### src/rtl/core/frk_pkg.sv
// Shared widths, constants, types and helper functions of the Forest-Ruth step block.
package frk_pkg;

    localparam int WORD_W    = 32;
    localparam int FRAC      = 24;
    localparam int CFG_W     = 31;
    localparam int PROD_W    = 2 * WORD_W;
    localparam int RND_W     = PROD_W - FRAC;
    localparam int SUM_W     = RND_W + 2;
    localparam int COEF_FRAC = 30;
    localparam int DVD_W     = CFG_W + FRAC;

    localparam logic [CFG_W-1:0] DT_RESET = CFG_W'(1677722);
    localparam logic [CFG_W-1:0] GM_RESET = CFG_W'(16777216);

    localparam logic [CFG_W-1:0] C_HALF_THETA     = CFG_W'(725423837);
    localparam logic [CFG_W-1:0] C_THETA          = CFG_W'(1450847675);
    localparam logic [CFG_W-1:0] C_HALF_ONE_MINUS = CFG_W'(188552925);
    localparam logic [CFG_W-1:0] C_ONE_MINUS_TWO  = CFG_W'(1827953526);

    localparam logic [0:0] CFG_TIME_STEP  = 1'b0;
    localparam logic [0:0] CFG_GRAV_PARAM = 1'b1;

    localparam logic signed [WORD_W-1:0] QMAX = {1'b0, {(WORD_W-1){1'b1}}};
    localparam logic signed [WORD_W-1:0] QMIN = {1'b1, {(WORD_W-1){1'b0}}};

    typedef struct packed {
        logic done;
        logic sat;
    } t_div_stat;

    typedef struct packed {
        logic signed [WORD_W-1:0] val;
        logic                     ovf;
    } t_sat;

    // Coefficient magnitudes in Q.30; entries two and three are negative.
    function automatic logic [CFG_W-1:0] coef_mag(input logic [1:0] k);
        logic [CFG_W-1:0] c;
        unique case (k)
            2'd0:    c = C_HALF_THETA;
            2'd1:    c = C_THETA;
            2'd2:    c = C_HALF_ONE_MINUS;
            default: c = C_ONE_MINUS_TWO;
        endcase
        return c;
    endfunction

    function automatic logic [WORD_W-1:0] mag(input logic signed [WORD_W-1:0] x);
        logic [WORD_W-1:0] m;
        m = x[WORD_W-1] ? (~x + 1'b1) : x;
        return m;
    endfunction

    // Adds or subtracts a rounded magnitude to a word and clamps to the word range.
    function automatic t_sat sat_add(input logic signed [WORD_W-1:0] base,
                                     input logic [RND_W-1:0] m, input logic neg);
        logic signed [SUM_W-1:0] ext;
        logic signed [SUM_W-1:0] t;
        logic signed [SUM_W-1:0] s;
        t_sat r;
        ext = {{(SUM_W-WORD_W){base[WORD_W-1]}}, base};
        t   = {2'b00, m};
        s   = neg ? (ext - t) : (ext + t);
        r.ovf = (s[SUM_W-1:WORD_W-1] != {(SUM_W-WORD_W+1){1'b0}}) &&
                (s[SUM_W-1:WORD_W-1] != {(SUM_W-WORD_W+1){1'b1}});
        r.val = r.ovf ? (s[SUM_W-1] ? QMIN : QMAX) : s[WORD_W-1:0];
        return r;
    endfunction

endpackage

### src/rtl/core/forest_ruth_kepler_step.sv
// Top level: one Forest-Ruth step of a body about a fixed centre, on shared units.
//
// A request on the input channel (i_in_valid, o_in_stall) either loads position
// and velocity (i_mode = 1) or advances them by one fourth-order step (i_mode = 0).
// Every request yields exactly one result on the output channel (o_out_valid,
// i_out_stall): the new state and a fault flag.
// A load passes straight to the result. A step first forms the four substep
// lengths, then runs four drifts and three kicks; each kick with a nonzero radius
// uses the iterative units, a square root and three divisions, plus the shared multiplier.
// The block holds one request at a time; o_in_stall is high from acceptance until
// the result has been written into the output register.
// The output register parts the sides: when the receiver stalls, a finished result
// waits there and the next result waits inside the block until the slot frees.
// Reset clears position and velocity to zero, restores dt = 0.1 and GM = 1.0,
// and drops any result in flight.
// Configuration writes through i_cfg_we take effect at once and belong to idle time.
module forest_ruth_kepler_step (
    input  logic                                 i_clk,
    input  logic                                 i_rst_n,
    input  logic                                 i_cfg_we,
    input  logic [0:0]                           i_cfg_index,
    input  logic [frk_pkg::CFG_W-1:0]            i_cfg_data,
    input  logic                                 i_in_valid,
    output logic                                 o_in_stall,
    input  logic                                 i_mode,
    input  logic signed [frk_pkg::WORD_W-1:0]    i_load_pos_x,
    input  logic signed [frk_pkg::WORD_W-1:0]    i_load_pos_y,
    input  logic signed [frk_pkg::WORD_W-1:0]    i_load_pos_z,
    input  logic signed [frk_pkg::WORD_W-1:0]    i_load_vel_x,
    input  logic signed [frk_pkg::WORD_W-1:0]    i_load_vel_y,
    input  logic signed [frk_pkg::WORD_W-1:0]    i_load_vel_z,
    output logic                                 o_out_valid,
    input  logic                                 i_out_stall,
    output logic signed [frk_pkg::WORD_W-1:0]    o_pos_x,
    output logic signed [frk_pkg::WORD_W-1:0]    o_pos_y,
    output logic signed [frk_pkg::WORD_W-1:0]    o_pos_z,
    output logic signed [frk_pkg::WORD_W-1:0]    o_vel_x,
    output logic signed [frk_pkg::WORD_W-1:0]    o_vel_y,
    output logic signed [frk_pkg::WORD_W-1:0]    o_vel_z,
    output logic                                 o_fault
);

    typedef enum logic [3:0] {
        S_IDLE, S_HMUL, S_HADD, S_DMUL, S_DADD, S_SMUL, S_SADD, S_QGO, S_QWAIT,
        S_VGO, S_VWAIT, S_AMUL, S_AADD, S_KMUL, S_KADD, S_DONE
    } t_state;

    t_state                          r_state;
    logic [2:0]                      r_phase;
    logic [1:0]                      r_idx;
    logic [1:0]                      r_divk;
    logic [frk_pkg::CFG_W-1:0]       r_dt;
    logic [frk_pkg::CFG_W-1:0]       r_gm;
    logic [frk_pkg::WORD_W-1:0]      r_hmag [4];
    logic signed [frk_pkg::WORD_W-1:0] r_pos [3];
    logic signed [frk_pkg::WORD_W-1:0] r_vel [3];
    logic [frk_pkg::PROD_W-1:0]      r_sum;
    logic [frk_pkg::WORD_W-1:0]      r_n;
    logic [frk_pkg::CFG_W-1:0]       r_w;
    logic signed [frk_pkg::WORD_W-1:0] r_acc;
    logic                            r_flt;
    logic                            r_out_valid;

    logic                            in_acc;
    logic [1:0]                      hsel;
    logic                            hneg;
    logic [frk_pkg::WORD_W-1:0]      hcur;
    logic [frk_pkg::WORD_W-1:0]      mul_a;
    logic [frk_pkg::WORD_W-1:0]      mul_b;
    logic [frk_pkg::PROD_W-1:0]      mul_p;
    logic [frk_pkg::PROD_W-1:0]      hp;
    logic [frk_pkg::PROD_W-1:0]      rp;
    logic [frk_pkg::RND_W-1:0]       rnd;
    logic [frk_pkg::PROD_W-1:0]      n_sum;
    frk_pkg::t_sat                   sres;
    t_state                          end_state;
    logic                            sq_done;
    logic [frk_pkg::WORD_W-1:0]      sq_root;
    frk_pkg::t_div_stat              div_st;
    logic [frk_pkg::CFG_W-1:0]       div_q;
    logic [frk_pkg::CFG_W-1:0]       div_x;

    assign in_acc      = i_in_valid && !o_in_stall;
    assign o_in_stall  = (r_state != S_IDLE);
    assign o_out_valid = r_out_valid;

    // Substep selection: drifts use theta/2 and (1-theta)/2, kicks theta and 1-2theta.
    always_comb begin
        case (r_phase)
            3'd0, 3'd6: hsel = 2'd0;
            3'd1, 3'd5: hsel = 2'd1;
            3'd2, 3'd4: hsel = 2'd2;
            default:    hsel = 2'd3;
        endcase
        hneg = hsel[1];
        hcur = r_hmag[hsel];
    end

    // Operand selection for the shared multiplier.
    always_comb begin
        mul_a = '0;
        mul_b = '0;
        case (r_state)
            S_HMUL: begin
                mul_a = {1'b0, r_dt};
                mul_b = {1'b0, frk_pkg::coef_mag(r_idx)};
            end
            S_DMUL: begin
                mul_a = frk_pkg::mag(r_vel[r_idx]);
                mul_b = hcur;
            end
            S_SMUL: begin
                mul_a = frk_pkg::mag(r_pos[r_idx]);
                mul_b = frk_pkg::mag(r_pos[r_idx]);
            end
            S_AMUL: begin
                mul_a = frk_pkg::mag(r_pos[r_idx]);
                mul_b = {1'b0, r_w};
            end
            S_KMUL: begin
                mul_a = frk_pkg::mag(r_acc);
                mul_b = hcur;
            end
            default: begin
                mul_a = '0;
                mul_b = '0;
            end
        endcase
    end

    always_comb begin
        hp    = mul_p + (frk_pkg::PROD_W'(1) << (frk_pkg::COEF_FRAC - 1));
        rp    = mul_p + (frk_pkg::PROD_W'(1) << (frk_pkg::FRAC - 1));
        rnd   = rp[frk_pkg::PROD_W-1:frk_pkg::FRAC];
        n_sum = r_sum + mul_p;
        div_x = (r_divk == 2'd0) ? r_gm : r_w;
        // The same saturating adder serves the drift, acceleration and kick updates.
        case (r_state)
            S_DADD:  sres = frk_pkg::sat_add(r_pos[r_idx], rnd,
                                             r_vel[r_idx][frk_pkg::WORD_W-1] ^ hneg);
            S_AADD:  sres = frk_pkg::sat_add('0, rnd, !r_pos[r_idx][frk_pkg::WORD_W-1]);
            default: sres = frk_pkg::sat_add(r_vel[r_idx], rnd,
                                             r_acc[frk_pkg::WORD_W-1] ^ hneg);
        endcase
        // After the last drift the step is done; drifts are followed by kicks.
        if (r_phase == 3'd6) begin
            end_state = S_DONE;
        end else if (!r_phase[0]) begin
            end_state = S_SMUL;
        end else begin
            end_state = S_DMUL;
        end
    end

    frk_mul u_mul (
        .i_clk (i_clk),
        .i_a   (mul_a),
        .i_b   (mul_b),
        .o_p   (mul_p)
    );

    frk_isqrt u_isqrt (
        .i_clk   (i_clk),
        .i_rst_n (i_rst_n),
        .i_start (r_state == S_QGO),
        .i_v     (r_sum),
        .o_done  (sq_done),
        .o_root  (sq_root)
    );

    frk_div u_div (
        .i_clk   (i_clk),
        .i_rst_n (i_rst_n),
        .i_start (r_state == S_VGO),
        .i_x     (div_x),
        .i_n     (r_n),
        .o_stat  (div_st),
        .o_q     (div_q)
    );

    always_ff @(posedge i_clk) begin
        if (!i_rst_n) begin
            r_state     <= S_IDLE;
            r_out_valid <= 1'b0;
            r_dt        <= frk_pkg::DT_RESET;
            r_gm        <= frk_pkg::GM_RESET;
            for (int i = 0; i < 3; i++) begin
                r_pos[i] <= '0;
                r_vel[i] <= '0;
            end
        end else begin
            if (i_cfg_we) begin
                unique case (i_cfg_index)
                    frk_pkg::CFG_TIME_STEP:  r_dt <= i_cfg_data;
                    frk_pkg::CFG_GRAV_PARAM: r_gm <= i_cfg_data;
                    default:                 r_gm <= r_gm;
                endcase
            end

            if (r_out_valid && !i_out_stall) begin
                r_out_valid <= 1'b0;
            end

            unique case (r_state)
                S_IDLE: begin
                    if (in_acc) begin
                        r_flt <= 1'b0;
                        r_idx <= 2'd0;
                        if (i_mode) begin
                            r_pos[0] <= i_load_pos_x;
                            r_pos[1] <= i_load_pos_y;
                            r_pos[2] <= i_load_pos_z;
                            r_vel[0] <= i_load_vel_x;
                            r_vel[1] <= i_load_vel_y;
                            r_vel[2] <= i_load_vel_z;
                            r_state  <= S_DONE;
                        end else begin
                            r_state <= S_HMUL;
                        end
                    end
                end
                S_HMUL: r_state <= S_HADD;
                S_HADD: begin
                    r_hmag[r_idx] <= hp[frk_pkg::COEF_FRAC+frk_pkg::WORD_W-1:frk_pkg::COEF_FRAC];
                    r_idx <= r_idx + 1'b1;
                    if (r_idx == 2'd3) begin
                        r_phase <= 3'd0;
                        r_state <= S_DMUL;
                    end else begin
                        r_state <= S_HMUL;
                    end
                end
                S_DMUL: r_state <= S_DADD;
                S_DADD: begin
                    r_pos[r_idx] <= sres.val;
                    r_flt        <= r_flt | sres.ovf;
                    if (r_idx == 2'd2) begin
                        r_idx   <= 2'd0;
                        r_sum   <= '0;
                        r_phase <= r_phase + 1'b1;
                        r_state <= end_state;
                    end else begin
                        r_idx   <= r_idx + 1'b1;
                        r_state <= S_DMUL;
                    end
                end
                S_SMUL: r_state <= S_SADD;
                S_SADD: begin
                    r_sum <= n_sum;
                    if (r_idx == 2'd2) begin
                        r_idx <= 2'd0;
                        if (n_sum == '0) begin
                            // The body sits at the centre: no kick, flag a fault.
                            r_flt   <= 1'b1;
                            r_phase <= r_phase + 1'b1;
                            r_state <= end_state;
                        end else begin
                            r_state <= S_QGO;
                        end
                    end else begin
                        r_idx   <= r_idx + 1'b1;
                        r_state <= S_SMUL;
                    end
                end
                S_QGO: r_state <= S_QWAIT;
                S_QWAIT: begin
                    if (sq_done) begin
                        r_n     <= sq_root;
                        r_divk  <= 2'd0;
                        r_state <= S_VGO;
                    end
                end
                S_VGO: r_state <= S_VWAIT;
                S_VWAIT: begin
                    if (div_st.done) begin
                        r_w   <= div_q;
                        r_flt <= r_flt | div_st.sat;
                        if (r_divk == 2'd2) begin
                            r_state <= S_AMUL;
                        end else begin
                            r_divk  <= r_divk + 1'b1;
                            r_state <= S_VGO;
                        end
                    end
                end
                S_AMUL: r_state <= S_AADD;
                S_AADD: begin
                    r_acc   <= sres.val;
                    r_flt   <= r_flt | sres.ovf;
                    r_state <= S_KMUL;
                end
                S_KMUL: r_state <= S_KADD;
                S_KADD: begin
                    r_vel[r_idx] <= sres.val;
                    r_flt        <= r_flt | sres.ovf;
                    if (r_idx == 2'd2) begin
                        r_idx   <= 2'd0;
                        r_phase <= r_phase + 1'b1;
                        r_state <= end_state;
                    end else begin
                        r_idx   <= r_idx + 1'b1;
                        r_state <= S_AMUL;
                    end
                end
                S_DONE: begin
                    if (!r_out_valid || !i_out_stall) begin
                        o_pos_x     <= r_pos[0];
                        o_pos_y     <= r_pos[1];
                        o_pos_z     <= r_pos[2];
                        o_vel_x     <= r_vel[0];
                        o_vel_y     <= r_vel[1];
                        o_vel_z     <= r_vel[2];
                        o_fault     <= r_flt;
                        r_out_valid <= 1'b1;
                        r_state     <= S_IDLE;
                    end
                end
                default: r_state <= S_IDLE;
            endcase
        end
    end

`ifndef ASSERT_OFF
    a_busy_after_accept: assert property (@(posedge i_clk) disable iff (!i_rst_n)
        in_acc |=> o_in_stall)
        else $error("input accepted but block not busy next cycle");

    a_sqrt_nonzero: assert property (@(posedge i_clk) disable iff (!i_rst_n)
        (r_state == S_QWAIT) && sq_done |-> (r_sum != '0))
        else $error("square root taken of a zero radius");

    a_div_clamp: assert property (@(posedge i_clk) disable iff (!i_rst_n)
        div_st.done && div_st.sat |-> (div_q == {frk_pkg::CFG_W{1'b1}}))
        else $error("saturated quotient is not the word maximum");
`endif

endmodule

### src/rtl/core/frk_mul.sv
// Shared registered unsigned multiplier of word magnitudes.
module frk_mul (
    input  logic                          i_clk,
    input  logic [frk_pkg::WORD_W-1:0]    i_a,
    input  logic [frk_pkg::WORD_W-1:0]    i_b,
    output logic [frk_pkg::PROD_W-1:0]    o_p
);

    logic [frk_pkg::PROD_W-1:0] r_p;

    always_ff @(posedge i_clk) begin
        r_p <= frk_pkg::PROD_W'(i_a) * frk_pkg::PROD_W'(i_b);
    end

    assign o_p = r_p;

endmodule

### src/rtl/core/frk_isqrt.sv
// Iterative floor square root, two radicand bits per cycle.
module frk_isqrt (
    input  logic                          i_clk,
    input  logic                          i_rst_n,
    input  logic                          i_start,
    input  logic [frk_pkg::PROD_W-1:0]    i_v,
    output logic                          o_done,
    output logic [frk_pkg::WORD_W-1:0]    o_root
);

    logic [frk_pkg::PROD_W-1:0] r_rad;
    logic [frk_pkg::WORD_W+3:0] r_rem;
    logic [frk_pkg::WORD_W-1:0] r_root;
    logic [4:0]                 r_cnt;
    logic                       r_busy;
    logic                       r_done;
    logic [frk_pkg::WORD_W+3:0] rem_sh;
    logic [frk_pkg::WORD_W+3:0] trial;

    always_comb begin
        rem_sh = {r_rem[frk_pkg::WORD_W+1:0], r_rad[frk_pkg::PROD_W-1 -: 2]};
        trial  = {2'b00, r_root, 2'b01};
    end

    always_ff @(posedge i_clk) begin
        if (!i_rst_n) begin
            r_busy <= 1'b0;
            r_done <= 1'b0;
        end else begin
            r_done <= 1'b0;
            if (i_start) begin
                r_rad  <= i_v;
                r_rem  <= '0;
                r_root <= '0;
                r_cnt  <= 5'(frk_pkg::WORD_W - 1);
                r_busy <= 1'b1;
            end else if (r_busy) begin
                if (rem_sh >= trial) begin
                    r_rem  <= rem_sh - trial;
                    r_root <= {r_root[frk_pkg::WORD_W-2:0], 1'b1};
                end else begin
                    r_rem  <= rem_sh;
                    r_root <= {r_root[frk_pkg::WORD_W-2:0], 1'b0};
                end
                r_rad <= {r_rad[frk_pkg::PROD_W-3:0], 2'b00};
                r_cnt <= r_cnt - 1'b1;
                if (r_cnt == '0) begin
                    r_busy <= 1'b0;
                    r_done <= 1'b1;
                end
            end
        end
    end

    assign o_done = r_done;
    assign o_root = r_root;

endmodule

### src/rtl/core/frk_div.sv
// Iterative restoring divider of a Q value by the radius, saturating at the word maximum.
module frk_div (
    input  logic                          i_clk,
    input  logic                          i_rst_n,
    input  logic                          i_start,
    input  logic [frk_pkg::CFG_W-1:0]     i_x,
    input  logic [frk_pkg::WORD_W-1:0]    i_n,
    output frk_pkg::t_div_stat            o_stat,
    output logic [frk_pkg::CFG_W-1:0]     o_q
);

    localparam int LOW_W = frk_pkg::WORD_W - 1;
    localparam int HI_W  = frk_pkg::DVD_W - LOW_W;

    logic [frk_pkg::DVD_W-1:0]  dvd;
    logic [frk_pkg::WORD_W-1:0] hi;
    logic [frk_pkg::WORD_W:0]   sh;
    logic [frk_pkg::WORD_W-1:0] r_rem;
    logic [frk_pkg::WORD_W-1:0] r_den;
    logic [LOW_W-1:0]           r_low;
    logic [frk_pkg::CFG_W-1:0]  r_q;
    logic [4:0]                 r_cnt;
    logic                       r_busy;
    logic                       r_done;
    logic                       r_sat;

    always_comb begin
        dvd = {i_x, {frk_pkg::FRAC{1'b0}}};
        hi  = frk_pkg::WORD_W'(dvd[frk_pkg::DVD_W-1 -: HI_W]);
        sh  = {r_rem, r_low[LOW_W-1]};
    end

    always_ff @(posedge i_clk) begin
        if (!i_rst_n) begin
            r_busy <= 1'b0;
            r_done <= 1'b0;
            r_sat  <= 1'b0;
        end else begin
            r_done <= 1'b0;
            if (i_start) begin
                r_den <= i_n;
                if (hi >= i_n) begin
                    // Quotient would reach 2^31: clamp without iterating.
                    r_q    <= '1;
                    r_sat  <= 1'b1;
                    r_done <= 1'b1;
                end else begin
                    r_rem  <= hi;
                    r_low  <= dvd[LOW_W-1:0];
                    r_q    <= '0;
                    r_sat  <= 1'b0;
                    r_cnt  <= 5'(LOW_W - 1);
                    r_busy <= 1'b1;
                end
            end else if (r_busy) begin
                if (sh >= {1'b0, r_den}) begin
                    r_rem <= frk_pkg::WORD_W'(sh - {1'b0, r_den});
                    r_q   <= {r_q[frk_pkg::CFG_W-2:0], 1'b1};
                end else begin
                    r_rem <= sh[frk_pkg::WORD_W-1:0];
                    r_q   <= {r_q[frk_pkg::CFG_W-2:0], 1'b0};
                end
                r_low <= {r_low[LOW_W-2:0], 1'b0};
                r_cnt <= r_cnt - 1'b1;
                if (r_cnt == '0) begin
                    r_busy <= 1'b0;
                    r_done <= 1'b1;
                end
            end
        end
    end

    assign o_stat.done = r_done;
    assign o_stat.sat  = r_sat;
    assign o_q         = r_q;

endmodule

### config.mk
export PLATFORM = sky130hd
export DESIGN_NAME = forest_ruth_kepler_step
export DESIGN_NICKNAME = d
export VERILOG_FILES = /design/src/rtl/core/frk_pkg.sv /design/src/rtl/core/forest_ruth_kepler_step.sv /design/src/rtl/core/frk_mul.sv /design/src/rtl/core/frk_isqrt.sv /design/src/rtl/core/frk_div.sv
export SDC_FILE = /design/constraint.sdc
export NUM_CORES = 2
export LEC_CHECK = 0
export BUFFER_PORTS_ARGS = -buffer_cell sky130_fd_sc_hd__clkbuf_2
export CAP_MARGIN = 20
export CORE_MARGIN = 8
export CORE_UTILIZATION = 50
export CTS_BUF_LIST = sky130_fd_sc_hd__clkbuf_2
export CTS_CLUSTER_SIZE = 40
export DETAILED_ROUTE_END_ITERATION = 6
export PLACE_DENSITY = 0.63
export SLEW_MARGIN = 10
export SYNTH_ARGS = -nofsm -noshare
export SYNTH_HDL_FRONTEND = slang
export SYNTH_SLANG_ARGS = --single-unit
### constraint.sdc
create_clock -name i_clk -period 13.3 [get_ports i_clk]
set_clock_uncertainty 0.05 [all_clocks]
set_input_delay 1.33 -clock i_clk [delete_from_list [all_inputs] [get_ports i_clk]]
set_output_delay 1.33 -clock i_clk [all_outputs]
set_load 0.01 [all_outputs]
# Yosys cells after proc, flatten, opt, wreduce, memory -nomap -nowiden
# Memory sizes are Yosys's and may differ from the RTL's. A register that Yosys moved wholly into a read port is not among the register bits.
# Index checks and enable logic that the tools add are counted.
# totals
register_bits	570
ram_bits	320
inputBits	230
output_inout_bits	195
word_cells	277
memories	3
# classes
addsub	18
mul	1
magnitude_cmp	3
eq_ne	38
mux	116
bitwise_logic	16
reduce_logical	54
# memory_table
memory	words	width	rd	rd_ports_with_merged_regs	wr	line_no	text
r_hmag	4	32	1	0	1	forest_ruth_kepler_step.sv:54	logic [frk_pkg::WORD_W-1:0] r_hmag [4];
r_pos	3	32	4	4	3	forest_ruth_kepler_step.sv:55	logic signed [frk_pkg::WORD_W-1:0] r_pos [3];
r_vel	3	32	4	4	3	forest_ruth_kepler_step.sv:56	logic signed [frk_pkg::WORD_W-1:0] r_vel [3];
# ops
cell	n
2-to-1 mux 32 bit	22
case mux 32 bit (4 select lines)	2
2-to-1 mux 31 bit	7
2-to-1 mux 64 bit	3
case mux 64 bit (2 select lines)	1
2-to-1 mux 42 bit	3
adder 32 x 1 -> 32 bit (second input constant)	3
NOT 32 bit	3
case mux 31 bit (3 select lines)	1
adder 32 x 41 -> 42 bit	2
subtractor 32 x 41 -> 42 bit	2
2-to-1 mux 34 bit	2
case mux 33 bit (2 select lines)	1
adder 64 x 24 -> 64 bit (second input constant)	1
adder 64 bit	1
zero test 64 bit	1
multiplier 32 x 32 -> 64 bit	1
case mux 4 bit (16 select lines)	1
OR reduction 32 bit	2
adder 62 x 30 -> 62 bit (second input constant)	1
subtractor 1 x 40 -> 41 bit (first input constant)	1
2-to-1 mux 4 bit	10
2-to-1 mux 1 bit	38
greater-or-equal comparator 36 x 34 -> 1 bit	1
47 further kinds	136

# Depth between registers and ports, before layout
# depth
ltp_word	11
ltp_mapped	47
ltp_nobuf	41

# By module
# A second synthesis with hierarchy kept.
# hier_totals
cells_unflattened	9628
area_unflattened_um2	97642.4
# by_module_without_submodules
mod	n_inst	cells_per_inst	area_per_inst_um2	seq_area_each_um2
forest_ruth_kepler_step	1	4523	48178.7	23722.8
frk_mul	1	3758	34623.2	1281.2
frk_isqrt	1	648	7657.3	4093.9
frk_div	1	699	7183.1	3273.1

# Worst setup path before layout
# Ideal clock, no wire load.
# synth_timing
path_type	reg-to-reg
from	register (tool-made name)
to	register u_mul.r_p, in the netlist u_mul.o_p[63]
setup_time_ns	0.072
t_arrival_ns	11.742
required_time_ns	13.178
path_slack_ns	1.436
path_stages_with_launch	43
period_less_slack_ns	11.864
cell_sequence	dfxtp_1 > buf_2 > buf_2 > buf_2 > buf_2 > buf_1 > mux4_2 > inv_1 > ha_1 > and2_1 > nand2_1 > or2_2 > nor2_1 > a21oi_1 > xnor2_1 > nor2_1 > nor3_1 > clkbuf_1 > (+7 left out) > fa_1 > fa_1 > fa_1 > fa_1 > ha_1 > a21o_1 > a21o_1 > a21oi_1 > o21ai_0 > a221o_1 > a21oi_1 > o2111a_1 > o31a_1 > o21ai_0 > a21o_1 > a31o_2 > a21oi_1 > xnor2_1
# synth_lines
item	line_no	text
end signal: assignment	frk_mul.sv:12	r_p <= frk_pkg::PROD_W'(i_a) * frk_pkg::PROD_W'(i_b);
end: declaration	frk_mul.sv:9	logic [frk_pkg::PROD_W-1:0] r_p;

==> results.ini <==
[synthesis]
synth_warn = 0
synth_nets = 11600
synth_cell_types = 104
yosysTopAreaCell = edfxtp_1
number_of_enable_type_register_cells_in_the_synthesized_netlist = 986
synth-seq-cells = 1124
synthesis.area_per_instance_um2 = 9.63
yosysSeqAreaShare = 0.339
synth_top_cells_by_area = edfxtp_1 (31%), fa_1 (19%), ha_1 (6.8%), nand2_1 (6.0%), inv_1 (4.7%)
syn-cell-area_um2 = 95600
syn_inst = 9929
synth_top_cell_area_share = 0.310
synth_ff_type = edfxtp_1
synth-async-reset-ratio = 0

[routing]
wl_per_cell_um = 28.9
detail_route.iter0.violations = 9212
routed-via-count = 82500
firstDrtPassIters = 6
drc_errors = 0
postRouteWirelength_um = 390000
detail-route-antenna-nets = 0
route.detailed.vias_per_inst = 6.12

[place]
placement.setup.worst_slack_ns = 0.599
place.gp.congestion = 1.05
io_buffers = 424
post-dp-hpwl_um = 301000
detailed_place.area_um2 = 102000

[timing]
timing.final.crit_share = 0.953
worst-slew-pin-transition_ns = 1.38
layout_setup_ws_ns = 0.628
finalSetupViolations = 0
relSlewSlack = 0.0685
finalHoldWorstSlack_ns = 0.180
fmax_mhz = 78.9
drv_slew = 0
fin_tns_setup_ns = 0
finalHoldViolations = 0
grt_setup_unrepaired = no
final.min_clock_period_ns = 12.67

[clock_network]
clock_tree.htree_level_count = 5
clk_latency_ns = 1.80
cts_tree = built
numCtsBuffers = 312
clock_tree.root_cell = clkbuf_2
cts.reportedPaths.clkPinSlew_ns = 0.11
max-clock-path-buffers = 4
cts_num_sinks = 1124

[die]
placeableCoreArea_um2 = 190000
start_util = 0.503
ios = 425
fp.dieH_um = 453
fp.dieArea_um2 = 205000
floorplan.rows = 160
die-width_um = 453

[global_route]
grt_util_all_layers = 0.373
maximum_number_of_pins_on_one_net_before_global_route_repair = 214
antenna_found_initial = 43
globalRouteOverflowTotal = 0
first_global_vias = 82800
grt_first_pass_wirelength_um = 560000

[critical_path]
timing.critical_path.mode_cell = fa_1
critPathSlowestCell = fa_1
required_ns = 14.87
critical_path.max_stage_delay_ns = 0.72
worst-setup-path-type = flip-flop to flip-flop
crit_fanout = 6
type_of_origin_of_the_critical_path = flip-flop
rr_worst_depth = 38
cp_data_arrival_time_ns = 14.24
worst_setup_path_end_kind = flip-flop

[min_path]
hold_path_cell_cnt = 5
worst_hold_path_type = primary input to flip-flop

[power]
power_per_cell_area_nw_per_um2 = 239
power.static_leakage_nw = 46.9
total_power_w = 0.0256
max-vdd-ir-drop_mv = 0.297

[finish]
layout-area-overhead-vs-synth_pct = 12.0
commonest_non_fill_non_tap_cell_in_the_layout = nand2_1
post_route_design_area_um2 = 107000
finish.net_count = 12400
top_library_cells_by_usage_in_the_layout_fill_and_taps_aside = nand2_1 (1522), inv_1 (1185), edfxtp_1 (986)
drive_above_1_share = 0.135

[outcome]
run_status = finished clean

[flow_run]
max_cap_violations = 0

[logic make-up (layout without fill, tap and decap cells)]
logic type,count (synthesis),after routing,synth area share
AOI/OAI and AO/OA,1628,1628,0.111
other,0,39,0
xor gates and xnor gates,478,478,0.0440
and+or+nand+nor,3429,3429,0.156
muxes,180,180,0.0274
adders and majority gates,1417,1417,0.256
DFF,1124,1124,0.339
buffers and inverters,1673,2685,0.0665
[power by group]
| part | internal [W] | switching (W) | total (W) |
|---|---|---|---|
| logic | 0.00544 | 0.0127 | 0.0182 |
| clock network | 0.00103 | 0.00154 | 0.00258 |
| registers | 0.00450 | 0.000352 | 0.00486 |
[cell usage after synthesis (all sizes together), types with 16 or more instances]
library cell	n
o22ai	40
edfxtp	986
a22oi	20
clkbuf	420
fa	900
a211o	17
or2	27
nand2	1525
ha	517
a31oi	58
xnor2	290
o211ai	89
nor2b	34
and4	19
a211oi	56
a21boi	17
mux4	62
xor2	188
o21ai	372
o21a	55
and3	80
o2111ai	21
nand4	68
mux2i	87
dfxtp	138
a221oi	20
o2111a	16
and2	85
nand3	182
nor4	55
nor3	181
or3	69
mux2	31
buf	66
o31ai	38
or4	25
a21o	154
o21bai	60
inv	1187
nor2	994
a21oi	432
nand2b	49
[repair_timing]
item | in CTS | in global routing
endpoints found under the setup margin | 0 | 4
hold endpoints to repair | 254 | 9
resized for setup | 0 | 1
hold buffers | 227 | 1
setup buffers | 0 | 2
[layer usage]
metal  wire [um]  share of wire  GRT usage
met1      143000           0.37      0.463
met2      169000           0.43      0.562
met3       46000           0.12      0.115
met4       32100          0.082      0.251
met5         121        0.00031          0
[state kept, by name, indices dropped and copies added, names as in the netlist, 31 cells and up, named ones only]
name            flops
u_div.r_rem        32
r_sum              64
o_pos_z            32
r_vel             128
r_hmag            128
o_vel_x            32
o_pos_x            32
r_pos             128
u_div.o_q          31
o_pos_y            32
r_n                32
u_mul.o_p          64
u_isqrt.o_root     32
u_isqrt.r_rad      64
r_acc              32
o_vel_z            32
o_vel_y            32
r_dt               31
r_gm               31
u_isqrt.r_rem      34
r_w                31
u_div.r_den        32
[metrics by stage]
stage | utilization | cells
global route | 0.563 | 13500
CTS | 0.562 | 13400
finish | 0.563 | 13500
detailed placement | 0.536 | 12700
floorplan | - | 9929
global placement | 0.535 | 12700
[layout make-up]
cell class              count  area [um^2]
fillers                 17100        83000
well taps                2511         3140
diodes                     39         97.6
repair buffers            964         6890
flip-flops and latches   1124        32400
clock inverters            72          444
multi-input cells        7132        57300
inverters                1187         4460
clock buffers             462         2310
[final timing paths]
check	slack, ns	to	startpoint
max reg2reg	0.63	u_mul.o_p[62]	flip-flop
min	0.18	r_state[0]	i_in_valid
max	0.63	u_mul.o_p[62]	flip-flop
min reg2reg	0.30	o_pos_y[2]	r_pos[1][2]
[worst max-delay path, delay by kind of cell, from the launching register on]
family,cells,cell delay (ns)
simple gates,9,2.67
xor+xnor,2,0.48
buf+inv,7,0.77
flops,1,0.44
mux,1,0.60
fa+ha+maj,9,4.88
compound gates,10,2.60
(Power assumes the default switching activity.)
